## src/sv/ssc_pkg.sv

```systemverilog
// ----------------------------------------------------------------------------
// ssc_pkg
// Shared constants and controller/datapath interface types for the step clock.
// ----------------------------------------------------------------------------
package ssc_pkg;

    // Bar, step and fixed-point geometry
    localparam int STEPS_PER_BAR  = 16;
    localparam int STEP_W         = $clog2(STEPS_PER_BAR);
    localparam int OUT_STEP_W     = 4;
    localparam int WAIT_FRAC_BITS = 8;

    // Field widths
    localparam int SR_W      = 18;
    localparam int TEMPO_W   = 14;
    localparam int SHUFFLE_W = 8;

    // Sample counter and wait
    localparam int COUNT_W = 17;
    localparam int WAIT_W  = COUNT_W + WAIT_FRAC_BITS;
    localparam logic [COUNT_W-1:0] COUNT_MAX = {COUNT_W{1'b1}};
    localparam logic [WAIT_W-1:0]  WAIT_MAX  = {COUNT_MAX, {WAIT_FRAC_BITS{1'b0}}};
    localparam logic [WAIT_W-1:0]  WAIT_RESET = WAIT_W'(1) << WAIT_FRAC_BITS;

    // Tempo and swing constants
    localparam int MIN_TEMPO      = 640;  // 40 bpm in sixteenth units
    localparam int MIN_TEMPO_LOG2 = 9;    // 2^9 <= MIN_TEMPO
    localparam int SR_SCALE       = 240;  // 15 s/min * 16 units per beat
    localparam int SR_SCALE_W     = 8;
    localparam int SHUFFLE_MAX    = 179;  // 0.7 in 1/256
    localparam int SWING_SHIFT    = 9;    // /256 and /2

    // Divider geometry
    localparam int NUM_W  = SR_W + SR_SCALE_W + WAIT_FRAC_BITS;
    localparam int SIXT_W = NUM_W - MIN_TEMPO_LOG2;
    localparam int DIV_CNT_W = $clog2(NUM_W + 1);
    localparam int PROD_W = SHUFFLE_W + SIXT_W;

    localparam logic [SR_W-1:0] SR_RESET = SR_W'(48000);

    typedef struct packed {
        logic capture;      // latch the input word
        logic eval_restart; // transport reset
        logic eval_first;   // first tick: fire step 0 with zero wait
        logic eval_count;   // plain count, no step
        logic eval_fire;    // advance step, start sixteenth division
        logic mul_swing;    // register shuffle * sixteenth
        logic apply_wait;   // form new wait, mark result as fired
        logic load_out;     // move result into the output register
    } ssc_cmd_t;

    typedef struct packed {
        logic restart;
        logic running;
        logic below_wait;
        logic div_done;
        logic out_free;
    } ssc_status_t;

endpackage

```

## src/sv/ssc_div.sv

```systemverilog
// ----------------------------------------------------------------------------
// ssc_div
// Restoring divider, one quotient bit per cycle, for the sixteenth length.
// ----------------------------------------------------------------------------
module ssc_div
(
    input  logic                          clk,
    input  logic                          rst_n,
    input  logic                          start,
    input  logic [ssc_pkg::NUM_W-1:0]     dividend,
    input  logic [ssc_pkg::TEMPO_W-1:0]   divisor,
    output logic                          done,
    output logic [ssc_pkg::SIXT_W-1:0]    quotient
);
    import ssc_pkg::*;

    logic [NUM_W-1:0]     dvd_reg, dvd_next;
    logic [TEMPO_W-1:0]   rem_reg, rem_next;
    logic [TEMPO_W-1:0]   den_reg, den_next;
    logic [DIV_CNT_W-1:0] cnt_reg, cnt_next;
    logic [TEMPO_W:0]     trial;
    logic                 take;

    assign trial = {rem_reg, dvd_reg[NUM_W-1]};
    assign take  = trial >= {1'b0, den_reg};

    always_comb
    begin
        dvd_next = dvd_reg;
        rem_next = rem_reg;
        den_next = den_reg;
        cnt_next = cnt_reg;
        if (start)
        begin
            dvd_next = dividend;
            rem_next = '0;
            den_next = divisor;
            cnt_next = DIV_CNT_W'(NUM_W);
        end
        else if (cnt_reg != '0)
        begin
            // shift in the next quotient bit, keep the partial remainder
            dvd_next = {dvd_reg[NUM_W-2:0], take};
            rem_next = take ? TEMPO_W'(trial - {1'b0, den_reg}) : TEMPO_W'(trial);
            cnt_next = cnt_reg - 1'b1;
        end
    end

    always_ff @(posedge clk or negedge rst_n)
    begin
        if (!rst_n)
            cnt_reg <= '0;
        else
            cnt_reg <= cnt_next;
    end

    always_ff @(posedge clk)
    begin
        dvd_reg <= dvd_next;
        rem_reg <= rem_next;
        den_reg <= den_next;
    end

    assign done     = (cnt_reg == '0) && !start;
    assign quotient = dvd_reg[SIXT_W-1:0];

endmodule

```

## src/sv/ssc_ctrl.sv

```systemverilog
// ----------------------------------------------------------------------------
// ssc_ctrl
// Sequencer for one tick: accept, evaluate, then divide, swing and apply on a step, send.
// ----------------------------------------------------------------------------
module ssc_ctrl
(
    input  logic                  clk,
    input  logic                  rst_n,
    input  logic                  in_valid,
    output logic                  in_ready,
    input  ssc_pkg::ssc_status_t  status,
    output ssc_pkg::ssc_cmd_t     cmd
);
    import ssc_pkg::*;

    localparam logic [2:0] S_IDLE  = 3'd0;
    localparam logic [2:0] S_EVAL  = 3'd1;
    localparam logic [2:0] S_DIV   = 3'd2;
    localparam logic [2:0] S_SWING = 3'd3;
    localparam logic [2:0] S_APPLY = 3'd4;
    localparam logic [2:0] S_SEND  = 3'd5;

    logic [2:0] state_reg, state_next;

    always_comb
    begin
        state_next = state_reg;
        cmd        = '0;
        in_ready   = 1'b0;
        case (state_reg)
            S_IDLE:
            begin
                in_ready    = 1'b1;
                cmd.capture = in_valid;
                if (in_valid)
                    state_next = S_EVAL;
            end
            S_EVAL:
            begin
                if (status.restart)
                begin
                    cmd.eval_restart = 1'b1;
                    state_next       = S_SEND;
                end
                else if (!status.running)
                begin
                    cmd.eval_first = 1'b1;
                    state_next     = S_SEND;
                end
                else if (status.below_wait)
                begin
                    cmd.eval_count = 1'b1;
                    state_next     = S_SEND;
                end
                else
                begin
                    cmd.eval_fire = 1'b1;
                    state_next    = S_DIV;
                end
            end
            S_DIV:
            begin
                if (status.div_done)
                    state_next = S_SWING;
            end
            S_SWING:
            begin
                cmd.mul_swing = 1'b1;
                state_next    = S_APPLY;
            end
            S_APPLY:
            begin
                cmd.apply_wait = 1'b1;
                state_next     = S_SEND;
            end
            S_SEND:
            begin
                // hold the result until the output register frees up
                if (status.out_free)
                begin
                    cmd.load_out = 1'b1;
                    state_next   = S_IDLE;
                end
            end
            default:
            begin
                state_next = S_IDLE;
            end
        endcase
    end

    always_ff @(posedge clk or negedge rst_n)
    begin
        if (!rst_n)
            state_reg <= S_IDLE;
        else
            state_reg <= state_next;
    end

    a_idle_div_quiet: assert property (@(posedge clk) disable iff (!rst_n)
        (state_reg == S_IDLE) |-> status.div_done)
        else $error("divider busy while idle");

    a_fire_to_div: assert property (@(posedge clk) disable iff (!rst_n)
        cmd.eval_fire |=> (state_reg == S_DIV) && !status.div_done)
        else $error("division not started on a step");

    a_send_after_apply: assert property (@(posedge clk) disable iff (!rst_n)
        cmd.apply_wait |=> (state_reg == S_SEND))
        else $error("apply not followed by send");

endmodule

```

## src/sv/ssc_datapath.sv

```systemverilog
// ----------------------------------------------------------------------------
// ssc_datapath
// Transport state, sample counter, wait arithmetic and output register.
// ----------------------------------------------------------------------------
module ssc_datapath
(
    input  logic                            clk,
    input  logic                            rst_n,
    input  ssc_pkg::ssc_cmd_t               cmd,
    output ssc_pkg::ssc_status_t            status,
    input  logic                            cfg_wr_en,
    input  logic [ssc_pkg::SR_W-1:0]        cfg_wr_data,
    input  logic [ssc_pkg::TEMPO_W-1:0]     tempo_sixteenths_bpm,
    input  logic [ssc_pkg::SHUFFLE_W-1:0]   shuffle_amount,
    input  logic                            restart,
    output logic                            out_valid,
    input  logic                            out_ready,
    output logic                            fired,
    output logic [ssc_pkg::OUT_STEP_W-1:0]  step_index
);
    import ssc_pkg::*;

    // transport state
    logic [SR_W-1:0]    sample_rate_reg;
    logic               running_reg, running_next;
    logic [COUNT_W-1:0] count_reg, count_next;
    logic [WAIT_W-1:0]  wait_reg, wait_next;
    logic [STEP_W-1:0]  step_reg, step_next;
    logic               out_valid_reg;

    // input word and working values
    logic [TEMPO_W-1:0]   tempo_reg;
    logic [SHUFFLE_W-1:0] shuffle_reg;
    logic                 restart_reg;
    logic                 pend_fired_reg, pend_fired_next;
    logic [PROD_W-1:0]    prod_reg;
    logic                 fired_reg;
    logic [OUT_STEP_W-1:0] step_out_reg;

    logic [COUNT_W-1:0]   count_inc;
    logic                 below_wait;
    logic [NUM_W-1:0]     numerator;
    logic [TEMPO_W-1:0]   divisor;
    logic                 div_done;
    logic [SIXT_W-1:0]    sixteenth;
    logic [SHUFFLE_W-1:0] shuffle_clamped;
    logic [SIXT_W:0]      swing;
    logic [SIXT_W:0]      wait_raw;
    logic [STEP_W-1:0]    step_adv;

    assign count_inc  = (count_reg < COUNT_MAX) ? count_reg + 1'b1 : count_reg;
    assign below_wait = {count_inc, {WAIT_FRAC_BITS{1'b0}}} < wait_reg;

    assign numerator = (NUM_W'(sample_rate_reg) * NUM_W'(SR_SCALE)) << WAIT_FRAC_BITS;
    assign divisor   = (tempo_reg < TEMPO_W'(MIN_TEMPO)) ? TEMPO_W'(MIN_TEMPO) : tempo_reg;

    ssc_div u_div
    (
        .clk      (clk),
        .rst_n    (rst_n),
        .start    (cmd.eval_fire),
        .dividend (numerator),
        .divisor  (divisor),
        .done     (div_done),
        .quotient (sixteenth)
    );

    assign shuffle_clamped = (shuffle_reg > SHUFFLE_W'(SHUFFLE_MAX)) ?
                             SHUFFLE_W'(SHUFFLE_MAX) : shuffle_reg;
    assign swing    = (SIXT_W+1)'(prod_reg >> SWING_SHIFT);
    // odd steps stretch, even steps shrink
    assign wait_raw = step_reg[0] ? {1'b0, sixteenth} + swing : {1'b0, sixteenth} - swing;

    assign step_adv = (step_reg == STEP_W'(STEPS_PER_BAR - 1)) ? '0 : step_reg + 1'b1;

    always_comb
    begin
        running_next    = running_reg;
        count_next      = count_reg;
        wait_next       = wait_reg;
        step_next       = step_reg;
        pend_fired_next = pend_fired_reg;
        if (cmd.eval_restart)
        begin
            running_next    = 1'b0;
            count_next      = '0;
            wait_next       = WAIT_RESET;
            step_next       = '0;
            pend_fired_next = 1'b0;
        end
        else if (cmd.eval_first)
        begin
            running_next    = 1'b1;
            count_next      = '0;
            wait_next       = '0;
            step_next       = '0;
            pend_fired_next = 1'b1;
        end
        else if (cmd.eval_count)
        begin
            count_next      = count_inc;
            pend_fired_next = 1'b0;
        end
        else if (cmd.eval_fire)
        begin
            count_next = '0;
            step_next  = step_adv;
        end
        else if (cmd.apply_wait)
        begin
            wait_next       = (wait_raw > (SIXT_W+1)'(WAIT_MAX)) ? WAIT_MAX : WAIT_W'(wait_raw);
            pend_fired_next = 1'b1;
        end
    end

    always_ff @(posedge clk or negedge rst_n)
    begin
        if (!rst_n)
        begin
            sample_rate_reg <= SR_RESET;
            running_reg     <= 1'b0;
            count_reg       <= '0;
            wait_reg        <= WAIT_RESET;
            step_reg        <= '0;
            out_valid_reg   <= 1'b0;
        end
        else
        begin
            if (cfg_wr_en)
                sample_rate_reg <= cfg_wr_data;
            running_reg <= running_next;
            count_reg   <= count_next;
            wait_reg    <= wait_next;
            step_reg    <= step_next;
            if (cmd.load_out)
                out_valid_reg <= 1'b1;
            else if (out_ready)
                out_valid_reg <= 1'b0;
        end
    end

    always_ff @(posedge clk)
    begin
        pend_fired_reg <= pend_fired_next;
        if (cmd.capture)
        begin
            tempo_reg   <= tempo_sixteenths_bpm;
            shuffle_reg <= shuffle_amount;
            restart_reg <= restart;
        end
        if (cmd.mul_swing)
            prod_reg <= PROD_W'(shuffle_clamped) * PROD_W'(sixteenth);
        if (cmd.load_out)
        begin
            fired_reg    <= pend_fired_reg;
            step_out_reg <= OUT_STEP_W'(step_reg);
        end
    end

    always_comb
    begin
        status            = '0;
        status.restart    = restart_reg;
        status.running    = running_reg;
        status.below_wait = below_wait;
        status.div_done   = div_done;
        status.out_free   = !out_valid_reg || out_ready;
    end

    assign out_valid  = out_valid_reg;
    assign fired      = fired_reg;
    assign step_index = step_out_reg;

    a_restart_clears: assert property (@(posedge clk) disable iff (!rst_n)
        cmd.eval_restart |=> !running_reg && (count_reg == '0) && (step_reg == '0))
        else $error("restart left transport state behind");

    a_wait_in_range: assert property (@(posedge clk) disable iff (!rst_n)
        cmd.apply_wait |=> (wait_reg <= WAIT_MAX))
        else $error("wait exceeds counter reach");

    a_step_in_bar: assert property (@(posedge clk) disable iff (!rst_n)
        step_reg <= STEP_W'(STEPS_PER_BAR - 1))
        else $error("step index outside bar");

    a_fire_needs_run: assert property (@(posedge clk) disable iff (!rst_n)
        (cmd.load_out && pend_fired_reg) |-> running_reg)
        else $error("step fired while stopped");

endmodule

```

## src/sv/swing_step_clock.sv

```systemverilog
// ----------------------------------------------------------------------------
// swing_step_clock
// Sixteenth-note step clock with swing, one word per audio sample.
// ----------------------------------------------------------------------------
// Input channel (in_valid/in_ready): one word per audio sample carrying the
// tempo in sixteenth-bpm units, the shuffle amount and a transport restart.
// Output channel (out_valid/out_ready): one word per input word, carrying
// fired (a new step began) and the current step index.
// cfg_wr_en/cfg_wr_data write the sample rate; write only while idle.
// Sequence: a word that does not start a step goes from accept through the
// evaluate state to the send state; a word that starts a step also passes
// the restoring divider that forms the sixteenth length, one quotient bit per
// cycle, then a multiply for the swing and the apply state for the wait.
// One word is in flight at a time; in_ready rises again once the result
// has moved into the output register, so a new word is taken only after
// the last one is through.
// Reset clears the transport (stopped, step 0) and loads 48000 samples/s.
// A restart word clears the transport in the same way and keeps the rate.
// If the receiver stalls, the result waits in the output register; one
// further word may be accepted and is held finished until the register frees.
// ----------------------------------------------------------------------------
module swing_step_clock
(
    input  logic                            clk,
    input  logic                            rst_n,
    input  logic                            cfg_wr_en,
    input  logic [ssc_pkg::SR_W-1:0]        cfg_wr_data,
    input  logic                            in_valid,
    output logic                            in_ready,
    input  logic [ssc_pkg::TEMPO_W-1:0]     tempo_sixteenths_bpm,
    input  logic [ssc_pkg::SHUFFLE_W-1:0]   shuffle_amount,
    input  logic                            restart,
    output logic                            out_valid,
    input  logic                            out_ready,
    output logic                            fired,
    output logic [ssc_pkg::OUT_STEP_W-1:0]  step_index
);
    import ssc_pkg::*;

    ssc_cmd_t    cmd;
    ssc_status_t status;

    ssc_ctrl u_ctrl
    (
        .clk      (clk),
        .rst_n    (rst_n),
        .in_valid (in_valid),
        .in_ready (in_ready),
        .status   (status),
        .cmd      (cmd)
    );

    ssc_datapath u_datapath
    (
        .clk                  (clk),
        .rst_n                (rst_n),
        .cmd                  (cmd),
        .status               (status),
        .cfg_wr_en            (cfg_wr_en),
        .cfg_wr_data          (cfg_wr_data),
        .tempo_sixteenths_bpm (tempo_sixteenths_bpm),
        .shuffle_amount       (shuffle_amount),
        .restart              (restart),
        .out_valid            (out_valid),
        .out_ready            (out_ready),
        .fired                (fired),
        .step_index           (step_index)
    );

endmodule
```

## config.mk

```make
export PLATFORM = sky130hd
export DESIGN_NAME = swing_step_clock
export DESIGN_NICKNAME = d
export VERILOG_FILES = /design/src/sv/ssc_pkg.sv /design/src/sv/ssc_div.sv /design/src/sv/ssc_ctrl.sv /design/src/sv/ssc_datapath.sv /design/src/sv/swing_step_clock.sv
export SDC_FILE = /design/constraint.sdc
export NUM_CORES = 1
export LEC_CHECK = 0
export BUFFER_PORTS_ARGS = -buffer_cell sky130_fd_sc_hd__buf_4
export CAP_MARGIN = 20
export CORE_ASPECT_RATIO = 1.75
export CORE_UTILIZATION = 65
export DETAILED_ROUTE_END_ITERATION = 10
export PLACE_DENSITY = 0.83
export SETUP_SLACK_MARGIN = 0.3
export SYNTH_ARGS = -nofsm -noshare
export SYNTH_HDL_FRONTEND = slang
export SYNTH_SLANG_ARGS = --single-unit
```

## constraint.sdc

```tcl
create_clock -name clk -period 9 [get_ports clk]
set_clock_uncertainty 0.15 [all_clocks]
set_input_delay 1.8 -clock clk [delete_from_list [all_inputs] [get_ports clk]]
set_output_delay 1.8 -clock clk [all_outputs]
set_load 0.03 [all_outputs]
```

======== Word-level counts from Yosys, hierarchy flattened ========
Cells that the tools add are included.
cells by class
  add/sub/neg operators ................... 6
  $mul .................................... 2
  magnitude comparators ................... 6
  eq/ne operators ......................... 12
  multiplexer cells ....................... 51
  reductions and logical operators ........ 18
operator list
  kind                   number
  $mux 25                6
  $mux 17                5
  $mux 34                2
  $mul 8x25->33          1
  $add 25x24->26         1
  $gt 26x25->1 const B   1
  $mux 26                1
  $sub 25x24->26         1
  $lt 25x25->1           1
  $mux 4                 6
  $mul 18x4->22 const B  1
  $mux 3                 7
  $mux 1                 18
  $pmux 3 s6             1
  $add 17x1->17 const B  1
  $lt 17x17->1 const B   1
  $ge 15x14->1           1
  $lt 14x10->1 const B   1
  $mux 14                1
  $sub 14x14->14         1
  $mux 6                 2
  $reduce_bool 3->1      3
  $gt 8x8->1 const B     1
  $mux 8                 1
  other kinds (21)       30
word-level totals
  register bits ........................... 199
  input bits .............................. 46

======== Longest topological paths before layout ========
  depth in word-level cells ............... 11
  gate-level depth with buffers ........... 24
  mapped depth without buffers ............ 22

======== By module ========
From an unflattened synthesis, not the netlist that was laid out.
second synthesis, totals
  cell total of the unflattened synthesis .. 1909
  area, all modules ....................... 18821.8 um^2
by module, submodules not included
  module        instances  cells an instance  area each (um^2)
  ssc_datapath  1          1551               14757.9
  ssc_div       1          330                3808.7
  ssc_ctrl      1          28                 255.2

======== Worst setup path after synthesis ========
No wires, ideal clock.
  path kind ............................... register to register
  start ................................... register u_datapath.shuffle_reg[2]
  end ..................................... register u_datapath.prod_reg[30], data pin
  setup time .............................. 270 ps
  arrival time ............................ 5718 ps
  path slack .............................. 2863 ps
  stages on the path, launching flop included .. 22
  period minus slack after synthesis ...... 6137 ps
  cell sequence ........................... edfxtp_1 o211a_1 o21ai_1 buf_1 clkbuf_1 and3_1 fa_1 fa_1 fa_1 inv_1 fa_1 inv_1 ha_1 nor4_1 nand2_1 or2_2 o31ai_1 a21oi_1 nor4_1 nor2_1 a2111oi_0 nor3b_1
between the ends
  word-level cells in the longest chain between the ends .. 3
ends and longest elaborated chain
  element                 line                 text
  from (decl)             ssc_datapath.sv:33   logic [SHUFFLE_W-1:0] shuffle_reg;
  from (signal assigned)  ssc_datapath.sv:148  shuffle_reg <= shuffle_amount;
  $gt 8x8->1              ssc_datapath.sv:68   assign shuffle_clamped = (shuffle_reg > SHUFFLE_W'(SHUFFLE_MAX)) ?
  $mux 8 (*)              ssc_datapath.sv:68
  $mul 8x25->33 (*)       ssc_datapath.sv:152  prod_reg <= PROD_W'(shuffle_clamped) * PROD_W'(sixteenth);
  to (signal assigned)    ssc_datapath.sv:152
  to (decl)               ssc_datapath.sv:36   logic [PROD_W-1:0] prod_reg;
Every way passes the cells marked *; elsewhere a longest branch is shown, timed or not.
A chain may end at the register's enable or synchronous reset.

======== Worst setup path in the final report ========
  start ................................... register u_datapath.shuffle_reg[3]
  end ..................................... register u_datapath.prod_reg[30], data pin
Same word-level chain as after synthesis.

==> impl.org <==
** Global routing
- Combined global-route utilization of all metal layers :: 0.324
- Global routing finished with a remaining overflow of 0.
- The first global-routing pass estimated 71,300 um of wire.
- The initial antenna violation count was 0.
- Number of global-route vias before repair :: 15,200
- Entering global routing, the biggest net connects 76 pins.

** Placement
- The placed instances occupy a cell area of about 0.019 mm2.
- Last weighted congestion value of the routability-driven placer :: 0.892
- Total of buffers placed on input and output ports :: between 50 and 60
- At the placement stage, the worst setup path has a slack of 1690 ps.
- Detail Placement HPWL :: 33,500 um

** Floorplanning
- During I/O placement, the number of pins put on the boundary was 53.
- In this run the horizontal extent of the chip is 128 um.
- Row count :: 80
- CORE AREA :: around 0.027 mm2
- Die Span Y :: around 220 um
- Die area :: 0.0286 mm2
- Starting density of the core :: 0.665

** Cells and area
- Storage cell area :: 0.00507 mm2
- Leaving out fill and tap cells, the most frequent cell in the layout is sky130_fd_sc_hd__inv_1.
- Largest register FFs :: 34
- Counting the fill cells in the layout gives 2,058.
- Fin area :: slightly below 0.02 mm2
- Net count reported at finish :: roughly 2,300
- Layout-stage area growth over the synthesis result :: 7.16%
- The number of antenna diodes in the final layout is 0.
- Area used by multi-input combinational logic :: ~0.012 mm2
- Top library cells by usage in the layout, fill and taps aside :: sky130_fd_sc_hd__inv_1 (203), sky130_fd_sc_hd__fa_1 (172), sky130_fd_sc_hd__nand2_1 (164)
- In the final layout, the share of cells above drive strength 1 is 0.0832.

** CTS
- Max Root-Sink Buffers :: 2
- Clock insertion delay at the later pin of the skew report :: 470 ps
- After clock tree synthesis, the setup repair step added 0 buffers.
- After clock tree synthesis, the repair step resized 0 gates.
- CTS tree :: built
- TritonCTS buffer count :: 17
- CTS placed an instance of sky130_fd_sc_hd__clkbuf_16 at the clock tree root.
- Clock tree synthesis found a total of 190 sinks.
- CTS clock-pin slew for the worst setup and hold paths :: 80 ps
- H-tree depth reported by CTS :: 4
- After clock tree synthesis, the flow added hold-fix buffers numbering 0.

** Route
- In the routed layout, each cell is associated on average with a via count of 6.15.
- The first TritonRoute pass finished after 5 iterations.
- Once detail routing completed, the nets flagged for antenna violations numbered 0.
- Iteration-0 DRC Markers :: roughly 760
- Wire length per cell after detailed routing :: 18.9 um
- Remaining routing DRC violations :: 0
- Vias post-DR :: 14,100
- Drt total wl :: ~43,000 um

** Timing
- Static timing analysis puts the maximum clock frequency at 135 MHz.
- In the finished design, the share of the clock period the worst path needs comes to 0.826.
- Max-Slew Margin vs Limit :: 0.329
- The routed design could run at a clock period as short as 7430 ps.
- Setup repair after global routing missed its margin :: false
- At the pin with the least slew margin, the transition time is 1010 ps.
- Final Max Tran Viols :: 0
- After layout, the worst setup slack is 1570 ps.
- Setup-failing EPs final :: 0
- Final-layout setup total negative slack :: 0 ps
- Final Hold Viols :: 0

** Worst setup path
- Sort of element at the start of the critical path :: flop
- Most frequent CP cell :: sky130_fd_sc_hd__fa_1
- For the worst setup path, the data required time is just over 9000 ps.
- STA classifies the critical path endpoint as a flop.
- Largest driver fanout on the critical path :: 48
- Traced cell by cell, the critical path runs through o211a_1, o21ai_2, buf_4, nand2b_1, and2_1, fa_1, fa_1, inv_1, fa_1, inv_1, ha_1, nor4_1, nand2_1, or2_2, o31ai_1, a21oi_1, nor4_1, nor2_1, a2111oi_0, nor3b_1.
- On the critical path the largest part of the delay comes from simple AND/OR/NAND/NOR gates.
- The largest single stage delay on the critical path is 710 ps.
- Data arrival time at the worst-slack endpoint :: between 7000 and 8000 ps
- Buffer and inverter count on the worst path :: 3
- Cell with the largest stage delay on the worst path :: sky130_fd_sc_hd__edfxtp_1
- The worst setup path is of the flop to flop kind.

** Logic synthesis
- Of the synthesized area, sequential elements account for 0.279.
- Averaged over all synthesized cells, the footprint is 9.55 um2.
- In this run the cell area of the synthesized design comes to 0.0182 mm2.
- In the synthesized netlist the dominant register cell turns out to be sky130_fd_sc_hd__edfxtp_1.
- Yosys warns :: 0
- EDFF count, synth :: 88
- The number of nets handed over by synthesis was roughly 2,300.
- Synthesis produced 1,901 cells.
- Counting flops and latches in the post-synthesis netlist gives 190.
- Distinct cell type count of the synthesized netlist :: 88
- Share of synthesized registers carrying an async set or reset :: 0.395

** Run
- Number of max-capacitance violations reported :: 0

** Hold path
- The tightest min-delay check is of the flop to flop type.

** Status
- Run status :: completed
kinds of logic (layout without fill, tap and decap cells):
| logic type | count (synthesis) | count (layout) | share of synthesized area |
|---|---|---|---|
| and+or+nand+nor | 606 | 606 | 0.176 |
| adders and majority gates | 308 | 308 | 0.283 |
| DFF | 190 | 190 | 0.279 |
| AOI/OAI and AO/OA | 379 | 379 | 0.132 |
| muxes | 31 | 31 | 0.0187 |
| xor gates and xnor gates | 106 | 106 | 0.0511 |
| buffers and inverters | 281 | 303 | 0.0600 |
worst register-to-register path, delay by kind of cell, from the launching register on:
| family | cells | cell delay [ps] |
|---|---|---|
| compound gates | 5 | 1600 |
| simple gates | 8 | 2510 |
| buf+inv | 3 | 480 |
| fa+ha+maj | 4 | 1740 |
| flops | 1 | 710 |
synth_stat cells (10+ instances only):
library cell	number	area share
sky130_fd_sc_hd__inv_1	203	0.042
sky130_fd_sc_hd__fa_1	172	0.19
sky130_fd_sc_hd__nand2_1	165	0.034
sky130_fd_sc_hd__ha_1	136	0.094
sky130_fd_sc_hd__a21oi_1	123	0.034
sky130_fd_sc_hd__and2_1	105	0.036
sky130_fd_sc_hd__edfxtp_1	88	0.15
sky130_fd_sc_hd__nor2_1	83	0.017
sky130_fd_sc_hd__o21ai_0	83	0.023
sky130_fd_sc_hd__dfrtp_1	67	0.092
sky130_fd_sc_hd__and3_1	57	0.020
sky130_fd_sc_hd__xor2_1	56	0.027
sky130_fd_sc_hd__clkbuf_1	54	0.011
sky130_fd_sc_hd__xnor2_1	50	0.024
sky130_fd_sc_hd__nand3_1	37	0.010
sky130_fd_sc_hd__nor2b_1	35	0.012
sky130_fd_sc_hd__a21o_1	34	0.014
sky130_fd_sc_hd__nor3_1	30	0.0083
sky130_fd_sc_hd__dfxtp_1	27	0.030
sky130_fd_sc_hd__nand2b_1	24	0.0083
sky130_fd_sc_hd__a31oi_1	23	0.0079
sky130_fd_sc_hd__mux2_2	20	0.012
sky130_fd_sc_hd__nand4_1	17	0.0059
sky130_fd_sc_hd__o21a_1	13	0.0054
sky130_fd_sc_hd__o31ai_1	13	0.0054
sky130_fd_sc_hd__or3_1	11	0.0038
sky130_fd_sc_hd__buf_2	10	0.0028
sky130_fd_sc_hd__mux2i_1	10	0.0055
path summary, 6_finish.rpt:
path	startpoint	to	slack (ps)	depth (start not counted)
max	u_datapath.shuffle_reg[3]	u_datapath.prod_reg[30]	1570	20
max reg2reg	u_datapath.shuffle_reg[3]	u_datapath.prod_reg[30]	1570	20
min	u_datapath.tempo_reg[12]	u_datapath.u_div.den_reg[12]	310	0
min in group asynchronous	rst_n	u_datapath.sample_rate_reg[16]	1090	1
max in group asynchronous	rst_n	u_datapath.wait_reg[8]	6980	2
min reg2reg	u_datapath.tempo_reg[12]	u_datapath.u_div.den_reg[12]	310	0
area by class of cell:
cell class	count	share of cell area
repair buffers	68	0.0274
clock buffers	17	0.0219
multi-input cells	1430	0.617
well taps	369	0.0237
flip-flops and latches	190	0.260
inverters	203	0.0391
clock inverters	15	0.0102
per-stage QoR:
stage | util | hold WS (ps) | instances
floorplan | - | 260 | 1901
global placement | 0.688 | 280 | 2257
detailed placement | 0.688 | 290 | 2259
CTS | 0.711 | 310 | 2291
global route | 0.712 | 316 | 2292
finish | 0.712 | 307 | 2292
routing by layer:
metal  wire length, um  GRT usage
met2             23100      0.598
met3              1980     0.0547
met4              3620      0.253
met5                 0          0
met1             14700      0.311
Power is left out: the tool's default activity adds up to more than one toggle a clock period on the data nets, which glitch-free logic cannot reach.
